[src/hw/rtl/dta_pkg.sv]
package dta_pkg;

	localparam int SampleWidth = 16;
	localparam int CountWidth  = 8;
	localparam int IndexWidth  = 2;

	typedef logic signed [SampleWidth-1:0] sample_t;
	typedef logic [CountWidth-1:0]         count_t;
	typedef logic [IndexWidth-1:0]         cfg_idx_t;
	typedef logic [SampleWidth-1:0]        cfg_data_t;

	typedef enum logic [2:0] {
		ST_NORMAL  = 3'd0,
		ST_PEND_HI = 3'd1,
		ST_ACT_HI  = 3'd2,
		ST_EXIT_HI = 3'd3,
		ST_PEND_LO = 3'd4,
		ST_ACT_LO  = 3'd5,
		ST_EXIT_LO = 3'd6
	} mode_t;

	localparam cfg_idx_t CFG_HIGH_THRESHOLD  = 2'd0;
	localparam cfg_idx_t CFG_LOW_THRESHOLD   = 2'd1;
	localparam cfg_idx_t CFG_DEBOUNCE_NEEDED = 2'd2;

	localparam sample_t HIGH_RESET = 16'sd2000;
	localparam sample_t LOW_RESET  = 16'sd1000;
	localparam count_t  NEED_RESET = 8'd3;
	localparam count_t  COUNT_MAX  = 8'd255;

	typedef struct packed {
		sample_t high_threshold;
		sample_t low_threshold;
		count_t  debounce_needed;
	} dta_cfg_t;

	typedef struct packed {
		mode_t  mode;
		count_t count;
		logic   raised;
	} dta_state_t;

endpackage

[src/hw/rtl/dta_if.sv]
interface dta_sample_if;
	import dta_pkg::*;

	logic    valid;
	logic    ready;
	sample_t sample;

	modport source (output valid, output sample, input ready);
	modport sink (input valid, input sample, output ready);
endinterface

interface dta_result_if;
	import dta_pkg::*;

	logic       valid;
	logic       ready;
	logic [2:0] alert_state;
	logic       alert_on;
	count_t     run_count;

	modport source (output valid, output alert_state, output alert_on, output run_count,
		input ready);
	modport sink (input valid, input alert_state, input alert_on, input run_count,
		output ready);
endinterface

interface dta_cfg_if;
	import dta_pkg::*;

	logic      valid;
	logic      ready;
	cfg_idx_t  index;
	cfg_data_t data;

	modport source (output valid, output index, output data, input ready);
	modport sink (input valid, input index, input data, output ready);
endinterface

[src/hw/rtl/debounced_threshold_alert.sv]
// channel     | role | payload
// sample_ch   | sink | sample (16 bit signed)
// result_ch   | src  | alert_state (3), alert_on (1), run_count (8)
// cfg         | sink | index (2), data (16); always ready
//
// one item per cycle unless result stalls; items pass input, then state register
// the alert state register doubles as the result register, so it only moves
// when the result slot is free or being taken
// a stalled result holds the input register; input ready drops only when both are full
// reset clears thresholds to their defaults, the state to normal and all valids
module debounced_threshold_alert (
	input  logic          clk,
	input  logic          arst_n,
	dta_sample_if.sink    sample_ch,
	dta_result_if.source  result_ch,
	dta_cfg_if.sink       cfg
);
	import dta_pkg::*;

	logic       valid_s1;
	sample_t    sample_s1;
	logic       res_valid_q;
	logic       advance;
	dta_cfg_t   cfg_regs;
	dta_state_t state;

	assign advance         = valid_s1 && (!res_valid_q || result_ch.ready);
	assign sample_ch.ready = !valid_s1 || advance;
	assign cfg.ready       = 1'b1;

	always_ff @(posedge clk or negedge arst_n) begin
		if (!arst_n) begin
			valid_s1    <= 1'b0;
			res_valid_q <= 1'b0;
		end else begin
			if (sample_ch.ready) begin
				valid_s1 <= sample_ch.valid;
			end
			if (advance) begin
				res_valid_q <= 1'b1;
			end else if (result_ch.ready) begin
				res_valid_q <= 1'b0;
			end
		end
	end

	always_ff @(posedge clk) begin
		if (sample_ch.valid && sample_ch.ready) begin
			sample_s1 <= sample_ch.sample;
		end
	end

	dta_cfg_regs u_cfg_regs (
		.clk      (clk),
		.arst_n   (arst_n),
		.wr_en    (cfg.valid && cfg.ready),
		.wr_index (cfg.index),
		.wr_data  (cfg.data),
		.cfg      (cfg_regs)
	);

	dta_fsm u_fsm (
		.clk       (clk),
		.arst_n    (arst_n),
		.step      (advance),
		.sample_s1 (sample_s1),
		.cfg       (cfg_regs),
		.state     (state)
	);

	assign result_ch.valid       = res_valid_q;
	assign result_ch.alert_state = state.mode;
	assign result_ch.alert_on    = state.raised;
	assign result_ch.run_count   = state.count;
endmodule

[src/hw/rtl/dta_cfg_regs.sv]
module dta_cfg_regs (
	input  logic              clk,
	input  logic              arst_n,
	input  logic              wr_en,
	input  dta_pkg::cfg_idx_t wr_index,
	input  dta_pkg::cfg_data_t wr_data,
	output dta_pkg::dta_cfg_t cfg
);
	import dta_pkg::*;

	dta_cfg_t cfg_q;

	always_ff @(posedge clk or negedge arst_n) begin
		if (!arst_n) begin
			cfg_q.high_threshold  <= HIGH_RESET;
			cfg_q.low_threshold   <= LOW_RESET;
			cfg_q.debounce_needed <= NEED_RESET;
		end else if (wr_en) begin
			case (wr_index)
				CFG_HIGH_THRESHOLD:  cfg_q.high_threshold  <= sample_t'(wr_data);
				CFG_LOW_THRESHOLD:   cfg_q.low_threshold   <= sample_t'(wr_data);
				CFG_DEBOUNCE_NEEDED: cfg_q.debounce_needed <= wr_data[CountWidth-1:0];
				default: ;
			endcase
		end
	end

	assign cfg = cfg_q;
endmodule

[src/hw/rtl/dta_fsm.sv]
module dta_fsm (
	input  logic                clk,
	input  logic                arst_n,
	input  logic                step,
	input  dta_pkg::sample_t    sample_s1,
	input  dta_pkg::dta_cfg_t   cfg,
	output dta_pkg::dta_state_t state
);
	import dta_pkg::*;

	dta_state_t state_q;
	dta_state_t state_d;
	logic       hi;
	logic       lo;
	count_t     bumped;
	logic       run_done;

	always_ff @(posedge clk or negedge arst_n) begin
		if (!arst_n) begin
			state_q.mode   <= ST_NORMAL;
			state_q.count  <= '0;
			state_q.raised <= 1'b0;
		end else if (step) begin
			state_q <= state_d;
		end
	end

	always_comb begin
		hi       = sample_s1 >= cfg.high_threshold;
		lo       = sample_s1 <= cfg.low_threshold;
		bumped   = (state_q.count == COUNT_MAX) ? state_q.count : state_q.count + count_t'(1);
		run_done = bumped >= cfg.debounce_needed;
		state_d  = state_q;
		case (state_q.mode)
			ST_PEND_HI: begin
				if (hi) begin
					state_d.count = bumped;
					if (run_done) begin
						state_d.mode   = ST_ACT_HI;
						state_d.raised = 1'b1;
					end
				end else if (lo) begin
					state_d.mode  = ST_PEND_LO;
					state_d.count = count_t'(1);
				end else begin
					state_d.mode  = ST_NORMAL;
					state_d.count = '0;
				end
			end
			ST_ACT_HI: begin
				if (!hi) begin
					state_d.mode  = ST_EXIT_HI;
					state_d.count = count_t'(1);
				end
			end
			ST_EXIT_HI: begin
				if (!hi) begin
					state_d.count = bumped;
					if (run_done) begin
						state_d.mode   = ST_NORMAL;
						state_d.raised = 1'b0;
					end
				end else begin
					state_d.mode  = ST_ACT_HI;
					state_d.count = '0;
				end
			end
			ST_PEND_LO: begin
				if (lo) begin
					state_d.count = bumped;
					if (run_done) begin
						state_d.mode   = ST_ACT_LO;
						state_d.raised = 1'b1;
					end
				end else if (hi) begin
					state_d.mode  = ST_PEND_HI;
					state_d.count = count_t'(1);
				end else begin
					state_d.mode  = ST_NORMAL;
					state_d.count = '0;
				end
			end
			ST_ACT_LO: begin
				if (!lo) begin
					state_d.mode  = ST_EXIT_LO;
					state_d.count = count_t'(1);
				end
			end
			ST_EXIT_LO: begin
				if (!lo) begin
					state_d.count = bumped;
					if (run_done) begin
						state_d.mode   = ST_NORMAL;
						state_d.raised = 1'b0;
					end
				end else begin
					state_d.mode  = ST_ACT_LO;
					state_d.count = '0;
				end
			end
			default: begin
				// normal, and the unused code
				if (hi) begin
					state_d.mode  = ST_PEND_HI;
					state_d.count = count_t'(1);
				end else if (lo) begin
					state_d.mode  = ST_PEND_LO;
					state_d.count = count_t'(1);
				end else begin
					state_d.mode = ST_NORMAL;
				end
			end
		endcase
	end

	assign state = state_q;
endmodule

[src/flat_wrapper.sv]
// flat-port wrapper written by rule: the top's interface ports become plain ports
module debounced_threshold_alert_flat import dta_pkg::*;
  (clk, arst_n, sample_ch_valid, sample_ch_sample, sample_ch_ready, result_ch_valid, result_ch_alert_state, result_ch_alert_on, result_ch_run_count, result_ch_ready, cfg_valid, cfg_index, cfg_data, cfg_ready);
  dta_sample_if sample_ch_i ();
  dta_result_if result_ch_i ();
  dta_cfg_if cfg_i ();
  input  logic clk;
  input  logic arst_n;
  input wire logic [$bits(sample_ch_i.valid)-1:0] sample_ch_valid;
  input wire logic [$bits(sample_ch_i.sample)-1:0] sample_ch_sample;
  output wire logic [$bits(sample_ch_i.ready)-1:0] sample_ch_ready;
  output wire logic [$bits(result_ch_i.valid)-1:0] result_ch_valid;
  output wire logic [$bits(result_ch_i.alert_state)-1:0] result_ch_alert_state;
  output wire logic [$bits(result_ch_i.alert_on)-1:0] result_ch_alert_on;
  output wire logic [$bits(result_ch_i.run_count)-1:0] result_ch_run_count;
  input wire logic [$bits(result_ch_i.ready)-1:0] result_ch_ready;
  input wire logic [$bits(cfg_i.valid)-1:0] cfg_valid;
  input wire logic [$bits(cfg_i.index)-1:0] cfg_index;
  input wire logic [$bits(cfg_i.data)-1:0] cfg_data;
  output wire logic [$bits(cfg_i.ready)-1:0] cfg_ready;
  assign sample_ch_i.valid = sample_ch_valid;
  assign sample_ch_i.sample = sample_ch_sample;
  assign sample_ch_ready = sample_ch_i.ready;
  assign result_ch_valid = result_ch_i.valid;
  assign result_ch_alert_state = result_ch_i.alert_state;
  assign result_ch_alert_on = result_ch_i.alert_on;
  assign result_ch_run_count = result_ch_i.run_count;
  assign result_ch_i.ready = result_ch_ready;
  assign cfg_i.valid = cfg_valid;
  assign cfg_i.index = cfg_index;
  assign cfg_i.data = cfg_data;
  assign cfg_ready = cfg_i.ready;
  debounced_threshold_alert u_core (.clk(clk), .arst_n(arst_n), .sample_ch(sample_ch_i), .result_ch(result_ch_i), .cfg(cfg_i));
endmodule
[config.mk]
export PLATFORM = sky130hd
export DESIGN_NAME = debounced_threshold_alert_flat
export DESIGN_NICKNAME = d
export VERILOG_FILES = /design/src/hw/rtl/dta_pkg.sv /design/src/hw/rtl/dta_if.sv /design/src/hw/rtl/debounced_threshold_alert.sv /design/src/hw/rtl/dta_cfg_regs.sv /design/src/hw/rtl/dta_fsm.sv /design/src/flat_wrapper.sv
export SDC_FILE = /design/constraint.sdc
export NUM_CORES = 1
export LEC_CHECK = 0
export BUFFER_PORTS_ARGS = -buffer_cell sky130_fd_sc_hd__buf_2
export CAP_MARGIN = 10
export CORE_MARGIN = 5
export CORE_UTILIZATION = 35
export DETAILED_ROUTE_END_ITERATION = 6
export SKIP_LAST_GASP = 1
export SLEW_MARGIN = 20
export SYNTH_ARGS = -nofsm -noshare
export SYNTH_HDL_FRONTEND = slang
export SYNTH_SLANG_ARGS = --single-unit
[constraint.sdc]
create_clock -name clk -period 3.2 [get_ports clk]
set_input_delay 0.64 -clock clk [delete_from_list [all_inputs] [get_ports clk]]
set_output_delay 0.64 -clock clk [all_outputs]
set_load 0.005 [all_outputs]
==> results of run 1 <==
==> metrics by stage <==
step                      TNS (ns)  hold WS (ns)
after global routing             0         0.383
after global placement           0         0.489
after CTS                        0         0.355
after detailed placement   -0.0987         0.494
after floorplan                  0         0.344
final                            0         0.340
==> power groups by stage <==
stage	logic (mW)	registers [mW]	clock network [mW]
finish	0.997	1.22	0.917
global route	1.13	1.25	0.987
CTS	0.978	1.22	0.946
detailed placement	0.970	1.24	0
global placement	0.948	1.23	0
floorplan	0.746	1.18	0
==> final timing paths <==
kind	end	cells past startpoint	slack, ns
max	u_core.u_fsm.state[9]$_DFFE_PN0P_	15	0.19
min in group clk	u_core.sample_s1[13]$_DFFE_PP_	1	0.48
max in group asynchronous	u_core.u_cfg_regs.cfg[11]$_DFFE_PN1P_	2	2.13
min reg2reg	u_core.result_ch.valid$_DFFE_PN0P_	1	0.50
max reg2reg	u_core.u_fsm.state[9]$_DFFE_PN0P_	15	0.19
min	u_core.u_fsm.state[4]$_DFFE_PN0P_	1	0.34
==> layer usage <==
layer	part of all wire [%]	up-vias	wire length (microns)	GRT usage, %
met3	4.4	14	374	3.41
met2	50	70	4260	20.9
met1	44	1415	3810	16.2
met5	0	-	0	0
met4	1.6	0	136	4.16
li1	-	1491	-	-
==> cell usage after synthesis, types with 5 or more instances <==
cell / instances / area share [%]
a21oi_1: 15 / 1.9
inv_1: 54 / 5.0
o21ai_0: 23 / 2.8
nand3_1: 9 / 1.1
o22ai_1: 7 / 1.1
dfrtp_1: 40 / 25
nand2b_1: 5 / 0.77
ha_1: 41 / 13
edfxtp_1: 16 / 12
nand4_1: 6 / 0.93
clkbuf_1: 9 / 0.84
nand2_1: 34 / 3.2
a21o_1: 8 / 1.5
dfstp_2: 14 / 9.1
mux2_2: 26 / 7.2
nor2_1: 9 / 0.84
==> sequential cells by signal, summed over array words and instances, names as in the netlist <==
register,cells
u_core.valid_s1,1
u_core.sample_s1,16
u_core.u_cfg_regs.cfg,40
u_core.u_fsm.state,12
u_core.result_ch.valid,1
==> repair_timing <==
item	4_1_cts	5_1_grt
pin swaps	0	2
buffers inserted	0	2
resized for setup	1	9
endpoints found under the setup margin	3	5
==> cell type report <==
cell class / instances / area, sq um / area share (%)
clock buffers: 10 / 229 / 4.75
clock inverters: 6 / 45.0 / 0.934
multi-input cells: 251 / 2000 / 41.4
inverters: 54 / 203 / 4.20
flip-flops and latches: 70 / 1850 / 38.3
repair buffers: 60 / 320 / 6.64
well taps: 143 / 179 / 3.71
==> kinds of logic after synthesis <==
logic type,Yosys count,synth area share (%)
AOI/OAI and AO/OA,86,14.8
muxes,28,7.74
adders and majority gates,41,12.7
and+or+nand+nor,92,11.9
buffers and inverters,65,6.32
xor gates and xnor gates,3,0.650
other,1,0.0928
DFF,70,45.8
==> worst reg2reg max path: stages, from the launching register on <==
cell	delay, ns
dfrtp_1	0.39
ha_1	0.22
and3_2	0.27
nand3_4	0.15
nand3_1	0.11
o21ai_2	0.09
inv_1	0.07
ha_1	0.29
a21o_1	0.18
a21oi_1	0.13
o21a_1	0.18
o21ai_4	0.09
buf_4	0.15
o21a_1	0.17
o311a_1	0.29
mux2i_1	0.15
==> summary.txt, run 1 <==
Timing
  • Fin. Hold Viols: 0
  • Clock period minus final worst setup slack: 3.01 ns
  • Fmax: 332 MHz
  • Slew Limit Fails: 0
  • Slew headroom: 46.1%
  • RSZ-0062 raised after global routing: false
  • Layout Skew: 0.00852 ns
  • Worst Slack Setup Final: 0.191 ns
  • Final Setup Violations: 0
  • Period utilisation layout: 94.0%
  • Slew @ Worst Pin: 0.809 ns

Synthesis
  • Number of distinct library cells after synthesis: 58
  • Post-Synthesis Mean Instance Area: 10.5 sq um
  • Yosys warns: 0
  • Ys flop type: dfrtp_1
  • Async SR Flop Fraction: 77.1%
  • Synthesized cell area: 4040 sq um
  • Sequential area share after synthesis: 45.8%
  • Flops & latches, synth: 70
  • Post-synth EDFFs: 16
  • Total nets after synthesis: 466
  • Synth Instances: 386

Global routing
  • GRT overflow: 0
  • Vias in the first global route: 3042
  • Aggregate global-route resource usage: 12.7%
  • Largest net degree at the start of global routing: 32
  • First-pass GRT wire length: 14500 microns
  • Initial antenna violation count: 0

Layout
  • Fill cells: 1092
  • Post-layout util: 42.4%
  • Share of layout cells above drive strength 1: 29.5%
  • NumNets Final: 526
  • Most common cell after layout, fill and taps aside: inv_1
  • Design area: 4820 sq um
  • Final Non-Filler Cells: 594
  • Area growth syn-to-layout: 19.3%
  • Commonest non-fill, non-tap cells in the layout: 54 x inv_1, 52 x buf_2, 41 x ha_1
  • Diode count: 0

Power and ir drop
  • Max VDD drop: 0.328 mV
  • Gate power share: 31.8%
  • Clock power frac: 29.2%
  • Switching Fraction: 34.4%
  • Pint: 2.06 mW
  • Sequential power share: 39.0%
  • P_leak: 2.20 nW
  • Switch Pwr: 1.08 mW
  • Power Density: 651 nW/um^2
  • Pwr Total: 3.14 mW

Clock network
  • TritonCTS clock tree: built
  • CTS Sinks: 70
  • CTS Buf Count: 9
  • Worst skew pair latency: 0.33 ns
  • CTS clk-pin slew, worst paths: 0.06 ns
  • Root Buffer: clkbuf_16
  • Hold-fix buffers at CTS: 0
  • Clk buf depth: 2
  • H-tree levels: 3

Floorplan
  • Core box area: 11400 sq um
  • Die Area: 13800 sq um
  • Row Count: 39
  • Initial Utilization: 35.5%
  • Die Span Y: 117 microns
  • Chip width: 117 microns
  • I/O pin count: 54

Routing
  • Final wirelength: 8590 microns
  • WL/cell: 14.5 microns
  • Routed vias: 2990
  • Detail Route Antenna Nets: 0
  • DRT iter0 DRCs: 142
  • Vias per cell: 5.03
  • First drt pass iteration count: 5
  • DR DRC count: 0

Placed design
  • Dpl cell area: 4480 sq um
  • GP Congestion: 0.858
  • Pre-CTS WS: -0.0692 ns
  • Post-DP HPWL: 6600 microns
  • Port bufs: 52
  • Placed Cells: 576

Critical path
  • Setup CP Type: flip-flop to flip-flop
  • Crit start category: flip-flop
  • Crit. Startpoint: u_core.u_fsm.state[1]$_DFFE_PN0P_
  • Number of buffers and inverters on the critical path: 2
  • CP max FO: 7
  • Setup crit end kind: flip-flop
  • CP arrival: 3.25 ns
  • Top delay family on crit path: compound AO/OA/AOI/OAI gates
  • Worst path cell trace: ha_1, and3_2, nand3_4, nand3_1, o21ai_2, inv_1, ha_1, a21o_1, a21oi_1, o21a_1, o21ai_4, buf_4, o21a_1, o311a_1, mux2i_1
  • Largest stage delay, worst path: 0.39 ns
  • CP max-delay cell: dfrtp_1
  • Critical Path RT: 3.44 ns
  • Worst r2r src: u_core.u_fsm.state[1]$_DFFE_PN0P_

Hold path
  • HP Class: input pin to asynchronous set/reset pin

Outcome
  • Status: complete, no violations

Flow run
  • Max Cap Violations: 0
Note: power is estimated with default switching activity, not from simulation.
==> inputs of run 2 (changes only) <==
--- a/config.mk
+++ b/config.mk
@@ -5,6 +5,7 @@
 export SDC_FILE = /design/constraint.sdc
 export NUM_CORES = 1
 export LEC_CHECK = 0
+export ABC_AREA = 1
 export BUFFER_PORTS_ARGS = -buffer_cell sky130_fd_sc_hd__buf_2
 export CAP_MARGIN = 10
 export CORE_MARGIN = 5
==> run 2 against run 1 <==
Global-route usage is 1.1 points higher. Combinational power is 8.0% lower. Clock skew is 0.0020 ns lower. Flip-flop and latch count stayed put. Non-clock buffer count is 3 lower. First-iteration DRC count is 34% higher. Register-to-register slack better by 0.20 ns. Largest cell class unchanged.
==> summary.txt, run 2 <==
Routing
  • First drt pass iteration count: 6 (+1)
  • DRT iter0 DRCs: 190 (+34%)
  • WL/cell: 12.6 microns (-13%)
  • Vias per cell: 4.76 (-5.5%)
  • DR DRC count: 0 (unchanged)
  • Detail Route Antenna Nets: 0 (unchanged)
  • Routed vias: 3412 (+14%)
  • Final wirelength: 9020 microns (+5.0%)

Outcome
  • Status: complete, no violations

Floorplan
  • Initial Utilization: 35.8% (+0.22 points)
  • Core box area: 11500 sq um (+0.86%)
  • Die Area: 14000 sq um (+1.4%)
  • I/O pin count: 54 (unchanged)
  • Die Span Y: 118 microns (+0.68%)
  • Chip width: 118 microns (+0.68%)
  • Row Count: 39 (unchanged)

Layout
  • NumNets Final: 649 (+23%)
  • Area growth syn-to-layout: 19.1%
  • Post-layout util: 42.6% (+0.16 points)
  • Share of layout cells above drive strength 1: 16.7% (-13 points)
  • Flip-flop count of the largest register after layout: 40 (unchanged)
  • Diode count: 0 (unchanged)
  • Fill cells: 1141 (+4.5%)
  • Most common cell after layout, fill and taps aside: nand2_1
  • Final Non-Filler Cells: 717 (+21%)
  • Commonest non-fill, non-tap cells in the layout: 144 x nand2_1, 88 x inv_1, 52 x buf_2

Synthesis
  • Post-synthesis adder-cell area fraction: 12.5% (-0.19 points)
  • Yosys warns: 0 (unchanged)
  • Post-Synth Simple-Gate Area: 21.7% (+9.8 points)
  • Total nets after synthesis: 589 (+26%)
  • Flops & latches, synth: 70 (unchanged)
  • Synth Area in XOR/XNOR: 1.28% (+0.63 points)
  • Post-synth EDFFs: 16 (unchanged)
  • Synthesized cell area: 4100 sq um (+1.5%)
  • Largest area contributor in the netlist: dfrtp_1
  • Sequential area share after synthesis: 45.1% (-0.67 points)
  • Largest family of logic cells by synthesized area: simple AND/OR/NAND/NOR gates
  • Post-synthesis compound-gate area fraction: 10.1% (-4.8 points)
  • Ys flop type: dfrtp_1
  • Most frequent cell after synthesis: nand2_1
  • Synth Instances: 509 (+32%)
  • Mux contribution to synthesized area: 0.275% (-7.5 points)
  • Async SR Flop Fraction: 77.1% (unchanged)
  • Post-Synthesis Mean Instance Area: 8.06 sq um (-23%)
  • Top cells by area, synth: dfrtp_1 24%, nand2_1 13%, ha_1 13%
  • Post-synth top cells: 144 x nand2_1, 88 x inv_1, 48 x o21ai_0
  • Post-synth top area share: 24.4% (-0.36 points)
  • Number of distinct library cells after synthesis: 30 (-48%)

Power and ir drop
  • Power Density: 659 nW/um^2 (+1.2%)
  • Max VDD drop: 0.274 mV (-16%)
  • Pwr Total: 3.22 mW (+2.5%)
  • P_leak: 2.53 nW (+15%)

Global routing
  • Vias in the first global route: 3542 (+16%)
  • GRT overflow: 0 (unchanged)
  • First-pass GRT wire length: 15800 microns (+9.3%)
  • Aggregate global-route resource usage: 13.8% (+1.1 points)
  • Largest net degree at the start of global routing: 33 (+3.1%)
  • Initial antenna violation count: 0 (unchanged)

Placed design
  • Port bufs: 52 (unchanged)
  • Post-DP HPWL: 7040 microns (+6.7%)
  • GP Congestion: 0.883 (+2.9%)
  • Placed Cells: 700 (+22%)

Clock network
  • Clk buf depth: 2 (unchanged)
  • Root Buffer: clkbuf_16
  • CTS Buf Count: 9 (unchanged)
  • CTS Sinks: 70 (unchanged)
  • Worst skew pair latency: 0.34 ns (about the same)
  • TritonCTS clock tree: built
  • Hold-fix buffers at CTS: 0 (unchanged)
  • H-tree levels: 3 (unchanged)
  • CTS clk-pin slew, worst paths: 0.06 ns (about the same)

Critical path
  • CP arrival: 3.02 ns (-0.23 ns)
  • Worst path cell trace: ha_1, nand3_1, nor2_2, nand3_2, xnor2_1, ha_1, inv_1, a21oi_1, o21ai_0, nand2_1, nand3_1, inv_1, nand2_1, nand2_1, inv_1, nand2_1, o21ai_0
  • Crit start category: flip-flop
  • CP max FO: 8 (+1)
  • Largest stage delay, worst path: 0.41 ns (+0.02 ns)
  • CP max-delay cell: dfrtp_1
  • Setup CP Type: flip-flop to flip-flop
  • Setup crit end kind: flip-flop
  • Crit path top cell by count: nand2_1
  • Critical Path RT: 3.41 ns (-0.03 ns)

Timing
  • Clock period minus final worst setup slack: 2.81 ns (-0.201 ns)
  • Slew headroom: 55.8% (+9.8 points)
  • Fmax: 356 MHz (+7.2%)
  • Final Setup Violations: 0 (unchanged)
  • Layout Skew: 0.00654 ns (-0.00197 ns)
  • Slew @ Worst Pin: 0.662 ns (-0.147 ns)
  • Setup TNS: 0 ns (unchanged)
  • Fin. Hold Viols: 0 (unchanged)
  • Slew Limit Fails: 0 (unchanged)
  • Hold slack: 0.228 ns (-0.112 ns)
  • Period utilisation layout: 87.8% (-6.3 points)

Hold path
  • HP Class: input pin to asynchronous set/reset pin

Flow run
  • Max Cap Violations: 0 (unchanged)
==> run 2: changes by cell type after synthesis, moves of 13 or more <==
cell | before | now
o21ai_0 | 23 | 48
inv_1 | 54 | 88
mux2_2 | 26 | 1
nor2_1 | 9 | 29
nand2_1 | 34 | 144
nand3_1 | 9 | 22
==> run 2: where the power goes <==
| part | internal, mW | total (mW) | leakage (nW) | switching, mW |
|---|---|---|---|---|
| logic | 0.346 | 0.917 | 1.56 | 0.571 |
| registers | 1.07 | 1.17 | 0.808 | 0.0945 |
| clock network | 0.757 | 1.13 | 0.165 | 0.377 |
| total | 2.17 | 3.22 | 2.53 | 1.04 |
==> run 2: area by class of cell <==
| cell class | instances | area [sq um] | share of cell area [%] |
|---|---|---|---|
| clock buffer | 9 | 225 | 4.61 |
| clock inverter | 7 | 111 | 2.28 |
| inverter | 89 | 334 | 6.84 |
| multi-input combinational | 342 | 1890 | 38.6 |
| sequential | 70 | 1850 | 37.9 |
| tap | 143 | 179 | 3.66 |
| timing repair buffer | 57 | 298 | 6.10 |
==> run 2: worst paths after layout <==
kind	startpoint	endpoint	slack (ns)	cells after the start
worst max-delay path	u_core.u_fsm.state[1]$_DFFE_PN0P_	u_core.u_fsm.state[11]$_DFFE_PN0P_	0.39	17
worst min-delay path	arst_n	u_core.u_cfg_regs.cfg[3]$_DFFE_PN0P_	0.23	1
min in group clk	sample_ch_sample[10]	u_core.sample_s1[10]$_DFFE_PP_	0.48	1
worst min register to register	u_core.u_cfg_regs.cfg[20]$_DFFE_PN0P_	u_core.u_cfg_regs.cfg[20]$_DFFE_PN0P_	0.48	2
max in group asynchronous	arst_n	u_core.u_cfg_regs.cfg[34]$_DFFE_PN1P_	2.28	2
worst max register to register	u_core.u_fsm.state[1]$_DFFE_PN0P_	u_core.u_fsm.state[11]$_DFFE_PN0P_	0.39	17
==> run 2: logic make-up after synthesis <==
| kind of cell | Yosys count |
|---|---|
| AOI/OAI and AO/OA | 80 |
| xor gates and xnor gates | 6 |
| adders and majority gates | 41 |
| buffers and inverters | 97 |
| DFF | 70 |
| muxes | 1 |
| other | 1 |
| and+or+nand+nor | 213 |
==> run 2: timing repair <==
action                     4_1_cts  5_1_grt
setup endpoints to repair        0        3
gates resized for setup          0        1
setup buffers                    0        1
==> run 2: per-layer routing <==
| metal | global-route usage [%] | part of all wire, % | routed length [microns] | vias up |
|---|---|---|---|---|
| li1 | - | - | - | 1755 |
| met1 | 17.1 | 46 | 4150 | 1569 |
| met2 | 22.3 | 47 | 4240 | 72 |
| met4 | 7.38 | 2.5 | 223 | 0 |
| met5 | 0 | 0 | 0 | - |
| met3 | 3.20 | 4.5 | 407 | 16 |
==> run 2: through the flow <==
| step | instance area (sq um) | setup slack [ns] |
|---|---|---|
| 2_1_floorplan | 4100 | 0.652 |
| 3_3_place_gp | 4540 | 0.494 |
| 3_5_place_dp | 4540 | 0.340 |
| 4_1_cts | 4870 | 0.321 |
| 5_1_grt | 4880 | -0.00546 |
| 6_report | 4880 | 0.391 |
==> run 2: critical path, delay by kind of cell, from the launching register on <==
kind                       cells  cell delay (ns)
and+or+nand+nor                8             0.89
adders and majority gates      2             0.44
DFF                            1             0.41
xor gates and xnor gates       1             0.41
AOI/OAI and AO/OA              3             0.28
buffers and inverters          3             0.27
==> inputs of run 3 (changes only) <==
--- a/config.mk
+++ b/config.mk
@@ -11,6 +11,7 @@
 export CORE_MARGIN = 5
 export CORE_UTILIZATION = 35
 export DETAILED_ROUTE_END_ITERATION = 6
+export PLACE_DENSITY = 0.56
 export SKIP_LAST_GASP = 1
 export SLEW_MARGIN = 20
 export SYNTH_ARGS = -nofsm -noshare
==> run 3 against run 2 <==
Fmax fell by 4.9%. Utilization down 0.39 points. Wire length increased by 6.4%. Power shrank 4.7%. Via count is 0.35% lower. Sequential share of layout area grew 0.35 points. Combinational power barely moved. Non-clock buffer count is 1 higher. Final cell count grew 0.14%.
==> summary.txt, run 3 (synthesized netlist as in run 2, its figures left out) <==
Clock network
  • CTS clk-pin slew, worst paths: 0.06 ns (about the same)
  • Worst skew pair latency: 0.34 ns (about the same)
  • H-tree levels: 3 (unchanged)
  • TritonCTS clock tree: built
  • Root Buffer: clkbuf_16
  • Hold-fix buffers at CTS: 0 (unchanged)
  • CTS Sinks: 70 (unchanged)
  • CTS Buf Count: 9 (unchanged)
  • Clk buf depth: 2 (unchanged)

Timing
  • Slew @ Worst Pin: 0.665 ns (+0.00311 ns)
  • Fin. Hold Viols: 0 (unchanged)
  • Slew Limit Fails: 0 (unchanged)
  • Period utilisation layout: 92.3% (+4.6 points)
  • Slew headroom: 55.6% (-0.21 points)
  • Fmax: 338 MHz (-4.9%)
  • RSZ-0062 raised after global routing: false
  • Setup TNS: 0 ns (unchanged)
  • Layout Skew: 0.00457 ns (-0.00197 ns)
  • Clock period minus final worst setup slack: 2.95 ns (+0.146 ns)
  • Final Setup Violations: 0 (unchanged)

Layout
  • Share of layout cells above drive strength 1: 16.7% (-0.029 points)
  • Design area: 4840 sq um (-0.92%)
  • Area growth syn-to-layout: 18.0%
  • Most common cell after layout, fill and taps aside: nand2_1
  • Flip-flop count of the largest register after layout: 40 (unchanged)
  • Diode count: 0 (unchanged)
  • Commonest non-fill, non-tap cells in the layout: 144 x nand2_1, 88 x inv_1, 52 x buf_2
  • Post-layout util: 42.2% (-0.39 points)
  • NumNets Final: 650 (+0.15%)

Floorplan
  • Die Span Y: 118 microns (unchanged)
  • Chip width: 118 microns (unchanged)
  • Die Area: 14000 sq um (unchanged)
  • I/O pin count: 54 (unchanged)
  • Initial Utilization: 35.8% (unchanged)
  • Row Count: 39 (unchanged)
  • Core box area: 11500 sq um (unchanged)

Critical path
  • CP max FO: 5 (-3)
  • Crit start category: flip-flop
  • R2r setup slk: 0.25 ns (-0.15 ns)
  • Setup crit end kind: flip-flop
  • CP arrival: 3.17 ns (+0.15 ns)
  • Critical Path RT: 3.42 ns (about the same)
  • Worst r2r dst: u_core.u_fsm.state[11]$_DFFE_PN0P_
  • Setup CP Type: flip-flop to flip-flop
  • R2R depth: 17 (unchanged)
  • Worst r2r src: u_core.u_fsm.state[1]$_DFFE_PN0P_

Routing
  • Final wirelength: 9590 microns (+6.4%)
  • DRT iter0 DRCs: 159 (-16%)
  • WL/cell: 13.4 microns (+6.2%)
  • DR DRC count: 0 (unchanged)
  • Detail Route Antenna Nets: 0 (unchanged)
  • Vias per cell: 4.74 (-0.49%)
  • First drt pass iteration count: 4 (-2)
  • Routed vias: 3400 (-0.35%)

Global routing
  • Largest net degree at the start of global routing: 33 (unchanged)
  • Initial antenna violation count: 0 (unchanged)
  • Vias in the first global route: 3513 (-0.82%)
  • First-pass GRT wire length: 16600 microns (+4.9%)
  • Aggregate global-route resource usage: 14.5% (+0.70 points)
  • GRT overflow: 0 (unchanged)

Power and ir drop
  • Power Density: 634 nW/um^2 (-3.8%)
  • Max VDD drop: 0.320 mV (+17%)
  • P_leak: 2.51 nW (-0.95%)

Placed design
  • Post-DP HPWL: 7260 microns (+3.1%)
  • Port bufs: 52 (unchanged)
  • GP Congestion: 0.845 (-4.3%)
  • Dpl cell area: 4540 sq um (unchanged)

Flow run
  • Max Cap Violations: 0 (unchanged)

Hold path
  • HP Class: input pin to asynchronous set/reset pin

Outcome
  • Status: complete, no violations
run 3: what timing repair did:
action                     4_1_cts  5_1_grt
setup endpoints to repair        0        4
setup buffers                    0        2
resized for setup                0        1
run 3: worst max path at each step:
stage                                      startpoint  cells after the start                                 end
floorplan           u_core.u_fsm.state[1]$_DFFE_PN0P_                     17  u_core.u_fsm.state[11]$_DFFE_PN0P_
global placement    u_core.u_fsm.state[1]$_DFFE_PN0P_                     17  u_core.u_fsm.state[11]$_DFFE_PN0P_
detailed placement  u_core.u_fsm.state[1]$_DFFE_PN0P_                     17  u_core.u_fsm.state[11]$_DFFE_PN0P_
CTS                 u_core.u_fsm.state[1]$_DFFE_PN0P_                     17  u_core.u_fsm.state[11]$_DFFE_PN0P_
global route        u_core.u_fsm.state[1]$_DFFE_PN0P_                     17  u_core.u_fsm.state[11]$_DFFE_PN0P_
finish              u_core.u_fsm.state[1]$_DFFE_PN0P_                     17  u_core.u_fsm.state[11]$_DFFE_PN0P_
run 3: metal layers:
metal	wire [microns]	vias to the layer above	track usage (%)
li1	-	1752	-
met1	4490	1571	18.5
met2	4560	62	23.9
met3	351	15	3.15
met4	191	0	5.95
met5	0	-	0
run 3: power by group:
group	internal (mW)	switching [mW]
clock	0.598	0.385
sequential	1.07	0.0985
combinational	0.338	0.576
total	2.01	1.06
run 3: final cells by class:
cell class              count  area (sq um)
fillers                  1154          6630
flip-flops and latches     70          1850
repair buffers             58           305
well taps                 143           179
clock inverters             5          51.3
clock buffers              11           233
multi-input cells         342          1890
inverters                  89           334
run 3: critical path, cell delays in order (launching register included):
cell	delay, ns
dfrtp_1	0.44
ha_1	0.22
nand3_1	0.14
nor2_2	0.17
nand3_2	0.13
buf_4	0.18
mux2_2	0.28
ha_1	0.29
a21oi_1	0.15
o21ai_0	0.09
nand2_1	0.07
nand3_1	0.13
inv_1	0.15
nand2_1	0.08
nand2_1	0.10
inv_1	0.08
nand2_1	0.06
o21ai_0	0.07
run 3: metrics by stage:
step,cells,power [mW],worst slack (ns),hold WS [ns]
floorplan,509,1.82,0.652,0.344
global placement,700,2.07,0.431,0.471
detailed placement,700,2.10,0.271,0.474
CTS,716,3.10,0.212,0.228
global route,718,3.30,0.0191,0.254
finish,718,3.07,0.245,0.218
